--- src/rtl/m3i_pkg.sv ---
// m3i_pkg: shared types, widths and index tables for the 3x3 matrix inverse.
// No dependencies; every other file of the block imports it.
`default_nettype none

package m3i_pkg;

  // fixed-point format of entries and results
  localparam int FRAC_BITS = 16;
  localparam int DATA_W    = 32;
  localparam int PROD_W    = 2 * DATA_W;           // one entry product
  localparam int DET_W     = PROD_W + DATA_W + 1;  // signed determinant, six terms
  localparam int DMAG_W    = DET_W - 1;            // determinant magnitude
  localparam int QBITS     = DATA_W + 1;           // quotient bits kept before clipping
  localparam int REM_W     = DMAG_W + QBITS;       // division remainder
  localparam int NUM_W     = PROD_W + 2 * FRAC_BITS;
  localparam int N_TRIP    = 6;
  localparam int N_COF     = 9;
  localparam int IDX_W     = 4;

  // Sarrus terms: three entry indexes each, subtract flag per term
  localparam logic [IDX_W-1:0] TRIP_IDX [N_TRIP][3] = '{
    '{4'd0, 4'd4, 4'd8}, '{4'd3, 4'd7, 4'd2}, '{4'd6, 4'd1, 4'd5},
    '{4'd0, 4'd7, 4'd5}, '{4'd3, 4'd1, 4'd8}, '{4'd6, 4'd4, 4'd2}
  };
  localparam logic [N_TRIP-1:0] TRIP_SUB = 6'b111000;

  // cofactors of the transposed matrix: a*b - c*d, sign flip per entry
  localparam logic [IDX_W-1:0] COF_IDX [N_COF][4] = '{
    '{4'd4, 4'd8, 4'd5, 4'd7}, '{4'd1, 4'd8, 4'd2, 4'd7}, '{4'd1, 4'd5, 4'd2, 4'd4},
    '{4'd3, 4'd8, 4'd5, 4'd6}, '{4'd0, 4'd8, 4'd2, 4'd6}, '{4'd0, 4'd5, 4'd2, 4'd3},
    '{4'd3, 4'd7, 4'd4, 4'd6}, '{4'd0, 4'd7, 4'd1, 4'd6}, '{4'd0, 4'd4, 4'd1, 4'd3}
  };
  localparam logic [N_COF-1:0] COF_FLIP = 9'b010101010;

  typedef struct packed {
    logic signed [DATA_W-1:0] in_r0_c0;
    logic signed [DATA_W-1:0] in_r0_c1;
    logic signed [DATA_W-1:0] in_r0_c2;
    logic signed [DATA_W-1:0] in_r1_c0;
    logic signed [DATA_W-1:0] in_r1_c1;
    logic signed [DATA_W-1:0] in_r1_c2;
    logic signed [DATA_W-1:0] in_r2_c0;
    logic signed [DATA_W-1:0] in_r2_c1;
    logic signed [DATA_W-1:0] in_r2_c2;
  } m3i_in_t;

  typedef struct packed {
    logic signed [DATA_W-1:0] out_r0_c0;
    logic signed [DATA_W-1:0] out_r0_c1;
    logic signed [DATA_W-1:0] out_r0_c2;
    logic signed [DATA_W-1:0] out_r1_c0;
    logic signed [DATA_W-1:0] out_r1_c1;
    logic signed [DATA_W-1:0] out_r1_c2;
    logic signed [DATA_W-1:0] out_r2_c0;
    logic signed [DATA_W-1:0] out_r2_c1;
    logic signed [DATA_W-1:0] out_r2_c2;
    logic                     singular;
    logic                     saturated;
  } m3i_out_t;

  // state of one matrix while its nine divisions run
  typedef struct packed {
    logic                              singular;
    logic                              dneg;
    logic [DMAG_W-1:0]                 dmag;
    logic [N_COF-1:0]                  cneg;
    logic [N_COF-1:0]                  ovf;
    logic [N_COF-1:0][REM_W-1:0]       rem;
    logic [N_COF-1:0][QBITS-1:0]       q;
  } m3i_dv_t;

endpackage

`default_nettype wire

--- src/rtl/m3i_round.sv ---
// m3i_round: rounding, sign, saturation and singular override, two stages.
// Depends on m3i_pkg.
`default_nettype none

module m3i_round import m3i_pkg::*; (
  input  wire logic    clk_i,
  input  wire logic    rst_ni,
  input  wire logic    en_i,
  input  wire logic    valid_i,
  input  wire m3i_dv_t d_i,
  output logic         valid_o,
  output m3i_out_t     data_o
);

  localparam logic [QBITS:0] LIM_POS = (QBITS+1)'((64'd1 << (DATA_W - 1)) - 64'd1);
  localparam logic [QBITS:0] LIM_NEG = (QBITS+1)'(64'd1 << (DATA_W - 1));

  // stage 1: round half away from zero (remainder is held scaled)
  logic             r_v_q;
  logic [REM_W-1:0] dsh;
  logic [QBITS:0]   r_qr_d [N_COF], r_qr_q [N_COF];
  logic [N_COF-1:0] r_sn_q, r_ovf_q;
  logic             r_sing_q;

  assign dsh = REM_W'(d_i.dmag) << (QBITS - 1);

  always_comb begin
    for (int k = 0; k < N_COF; k++) begin
      r_qr_d[k] = {1'b0, d_i.q[k]} + (QBITS+1)'(d_i.rem[k] >= dsh);
    end
  end

  // stage 2: sign and clip
  logic              o_v_q;
  logic [N_COF-1:0]  neg, sat;
  logic [QBITS:0]    lim [N_COF];
  logic [DATA_W-1:0] mag [N_COF], val [N_COF];
  m3i_out_t          o_d, o_q;

  always_comb begin
    for (int k = 0; k < N_COF; k++) begin
      neg[k] = r_sn_q[k] && (r_ovf_q[k] || (r_qr_q[k] != '0));
      lim[k] = neg[k] ? LIM_NEG : LIM_POS;
      sat[k] = r_ovf_q[k] || (r_qr_q[k] > lim[k]);
      mag[k] = sat[k] ? lim[k][DATA_W-1:0] : r_qr_q[k][DATA_W-1:0];
      val[k] = r_sing_q ? '0 : (neg[k] ? DATA_W'(-mag[k]) : mag[k]);
    end
    o_d.out_r0_c0 = val[0];
    o_d.out_r0_c1 = val[1];
    o_d.out_r0_c2 = val[2];
    o_d.out_r1_c0 = val[3];
    o_d.out_r1_c1 = val[4];
    o_d.out_r1_c2 = val[5];
    o_d.out_r2_c0 = val[6];
    o_d.out_r2_c1 = val[7];
    o_d.out_r2_c2 = val[8];
    o_d.singular  = r_sing_q;
    o_d.saturated = !r_sing_q && (sat != '0);
  end

  always_ff @(posedge clk_i or negedge rst_ni) begin
    if (!rst_ni) begin
      r_v_q <= 1'b0;
      o_v_q <= 1'b0;
    end else if (en_i) begin
      r_v_q <= valid_i;
      o_v_q <= r_v_q;
    end
  end

  always_ff @(posedge clk_i) begin
    if (en_i) begin
      r_qr_q   <= r_qr_d;
      r_sn_q   <= d_i.cneg ^ {N_COF{d_i.dneg}};
      r_ovf_q  <= d_i.ovf;
      r_sing_q <= d_i.singular;
      o_q      <= o_d;
    end
  end

  assign valid_o = o_v_q;
  assign data_o  = o_q;

endmodule

`default_nettype wire

--- config.mk ---
export PLATFORM = sky130hd
export DESIGN_NAME = m3i_round
export DESIGN_NICKNAME = d
export VERILOG_FILES = /design/src/rtl/m3i_pkg.sv /design/src/rtl/m3i_round.sv
export SDC_FILE = /design/constraint.sdc
export NUM_CORES = 2
export LEC_CHECK = 0
export BUFFER_PORTS_ARGS = -buffer_cell sky130_fd_sc_hd__buf_2
export CORE_AREA = 2 2 730 732
export CTS_BUF_LIST = sky130_fd_sc_hd__clkbuf_2 sky130_fd_sc_hd__clkbuf_4 sky130_fd_sc_hd__clkbuf_8
export CTS_CLUSTER_DIAMETER = 30
export DETAILED_ROUTE_END_ITERATION = 8
export DIE_AREA = 0 0 732 734
export PLACE_DENSITY = 0.35
export SLEW_MARGIN = 20
export SYNTH_ARGS = -nofsm -noshare
export SYNTH_HDL_FRONTEND = slang
export SYNTH_SLANG_ARGS = --single-unit
--- constraint.sdc ---
create_clock -name clk_i -period 20.1 [get_ports clk_i]
set_input_delay 3.015 -clock clk_i [delete_from_list [all_inputs] [get_ports clk_i]]
set_output_delay 3.015 -clock clk_i [all_outputs]
set_load 0.02 [all_outputs]
==> run summary <==
Post-CTS sizing - 0
Vias per cell - 3.93
Total CTS buffers - 157
Setup violators final - 0
Top-area cell type share of the netlist area - 30.3%
Mapped Nets - 9207
DRC viols - 0
Die X - 732 um
Post-synthesis register bit count - 617
Synth-to-layout area growth - 37.9%
CTS tree - done
Most common flop cell mapped by yosys - edfxtp_1
Antenna Nets Post-Route - 0
Post-Synthesis Cells - 6450
WL/cell - 26.7 um
Area of the multi-input gates - 0.0413 mm^2
Initial DRT Pass Iterations - 5
Worst-margin pin slew - 1.33 ns
XOR/XNOR Fraction of Synth Area - 5.09%
GP Congestion - 0.892
Fill count - 60300
Register area share after synthesis - 30.4%
Clock-pin slew on the worst setup and hold paths - 0.06 ns
Routed wire length - 425 mm
Largest cells by area after synthesis - edfxtp_1 (30%), ha_1 (24%), a21o_1 (5.6%)
Mux share of post-synthesis cell area - 0.236%
Number of library cell types mapped by synthesis - 79
Die Footprint - 0.537 mm^2
Starting Density - 11.5%
Via count - 62600
Crit path kind - in2reg
CP max FO - 9
Asr flop ratio synth - 0.324%
Max_slew headroom - 11.4%
Final Cycle Share - 46.2%
F_max - 108 MHz
Critical Path RT - 20.74 ns
Worst Hold Class - reg2reg
Post-CTS Hold Fix Bufs - 0
MaxCap Viol Count - 0
Combinational family with the most area after synthesis - adder cells
YS warnings - 0
Core area - 0.530 mm^2
Largest net degree at the start of global routing - 150
Maximum VDD drop - 32.9 uV
Compound-Gate Fraction of Synth Area - 18.5%
Min Tclk post-route - 9.29 ns
Fin Setup TNS - 0 ns
I/O Buffers - 1868
WP data arrival - 9.93 ns
Post-Syn Area - 0.0609 mm^2
Longest Clk Path Bufs - 4
CP endpoint kind - register
Power per cell area - 58.9 mW/mm^2
Die Ht - 734 um
Status - finished, final reports clean
Aggregate global routing overflow - 0
RSZ-0062 raised after global routing - no
First DRT Iteration DRCs - 3757
Root Buffer - clkbuf_8
Startpoint type of the worst setup path - primary input
Post-Synth Simple-Gate Area - 19.3%
Top Ports - 1869
Setup Buffers After CTS - 0
FP Rows - 268
Number of global-route vias before repair - 62000
Sink Count - 617
Layout Nets - 11200
Slew Viols, Final - 0
Post-synth EDFFs - 615
Detail Placement HPWL - 369 mm
Clock Skew - 0.112 ns
Average cell area after synthesis - 9.44 um^2
Leakage - 35.8 nW
Adder-Cell Fraction of Synth Area - 24.2%
Synth area leader - edfxtp_1
Initial antenna violation count - 266
Sequential cell area - 0.0185 mm^2
Share of cells above drive strength 1 - 27.9%
First-pass GRT wire length - 555 mm
Total GRT Usage - 15.1%
Final Hold Vio Count - 0
Worst-skew pair later-pin latency - 0.92 ns
Tot Pwr - 4.95 mW
H-tree lvl count - 4
-- final timing paths --
check	start	to	slack [ns]	cells after the start
worst max-delay path	d_i[1539]	r_qr_q[268]	10.81	20
worst min-delay path	valid_o	valid_o	0.51	1
worst max register to register	r_qr_q[70]	data_o[92]	11.57	23
worst min register to register	valid_o	valid_o	0.51	1
max in group asynchronous	rst_ni	r_v_q	18.11	1
min in group asynchronous	rst_ni	valid_o	1.90	1
-- layout by cell type (no fill, tap or decap), types with 135 or more instances in the layout --
| cell | count |
|---|---|
| nor4_1 | 135 |
| nor2_1 | 320 |
| edfxtp_1 | 615 |
| nand2_1 | 411 |
| ha_1 | 1179 |
| nand3_1 | 220 |
| a21o_1 | 456 |
| clkbuf_8 | 161 |
| buf_2 | 1867 |
| a21oi_1 | 482 |
| diode_2 | 314 |
| xnor2_1 | 246 |
| nand4_1 | 279 |
| inv_1 | 180 |
| buf_4 | 142 |
| nor3_1 | 182 |
| o21ai_0 | 304 |
-- kinds of logic (layout without fill, tap and decap cells) --
family                     after synthesis  count (layout)
and+or+nand+nor                       2176            2176
AOI/OAI and AO/OA                     1747            1747
adders and majority gates             1179            1179
DFF                                    617             617
buffers and inverters                  363            2489
xor gates and xnor gates               354             354
muxes                                   14              14
other                                    0             314
-- metal layers --
layer	share of wire, %	routed length, um	GRT usage, %	vias to the layer above
li1	-	-	-	29700
met1	37	158000	16.3	29700
met2	51	218000	27.3	2274
met3	5.3	22600	2.86	737
met4	6.1	25700	8.91	78
met5	0.12	512	0	-
-- power by group --
part           leakage, nW  switching [mW]  internal [mW]
registers             6.13           0.134           1.57
logic                 28.0           0.951          0.575
clock network         1.68           0.711           1.01
total                 35.8            1.80           3.15
-- synth_stat cells, types with 22 or more instances --
cell and number:
nand2_1 411, a211oi_1 43, and2_1 32, o211ai_1 38
o21ai_0 310, nor2_1 325, nand2b_1 50, a21o_1 456
nand3b_1 49, edfxtp_1 615, or4_1 58, nand4_1 279
and4_1 50, a221oi_1 26, a311oi_1 22, inv_1 196
o31ai_1 52, or2_2 24, nor3_1 192, and3_1 91
a21oi_1 484, nand3_1 220, nand4b_1 38, o21a_1 35
nor2b_1 70, xnor2_1 246, nor4_1 147, clkbuf_1 148
a31oi_1 110, ha_1 1179, or3_1 103, xor2_1 108
-- layout make-up --
| type | instances | area share (%) |
|---|---|---|
| Antenna cell | 314 | 0.936 |
| Clock buffer | 186 | 2.86 |
| Clock inverter | 88 | 1.13 |
| Inverter | 202 | 0.904 |
| Multi-Input combinational cell | 5470 | 49.2 |
| Sequential cell | 617 | 22.0 |
| Tap cell | 7020 | 10.5 |
| Timing Repair Buffer | 2013 | 12.5 |
-- flip-flops by register name (all words and copies together) (netlist names) --
signal	flops
data_o	290
r_ovf_q	9
r_qr_q	306
r_sing_q	1
r_sn_q	9
r_v_q	1
valid_o	1
-- critical path, cell delays in order --
cell and delay (ns):
buf_2 0.10, inv_1 0.58, ha_1 0.25, nand4_1 0.14
nor4_1 0.80, and3b_1 0.34, and3_1 0.21, nand3_1 0.38
or3_1 0.57, nor4_2 0.79, nor4_1 0.10, o211ai_1 0.37
ha_1 0.38, ha_1 0.29, nand3_1 0.20, nor2_1 0.25
nand3_1 0.23, nor3_1 0.56, nand3_1 0.18, xnor2_1 0.16
-- through the flow --
step	instance area (um^2)	util (%)	hold slack (ns)	cells	worst slack [ns]
floorplan	60900	-	0.424	6450	12.89
global placement	79800	15.1	0.488	15300	9.69
detailed placement	79800	15.1	0.495	15300	9.58
CTS	83200	15.7	0.508	15600	10.64
global route	83900	15.8	0.522	15900	10.53
finish	84000	15.8	0.506	15900	10.81
No activity file was read; power rests on OpenSTA's default activity.
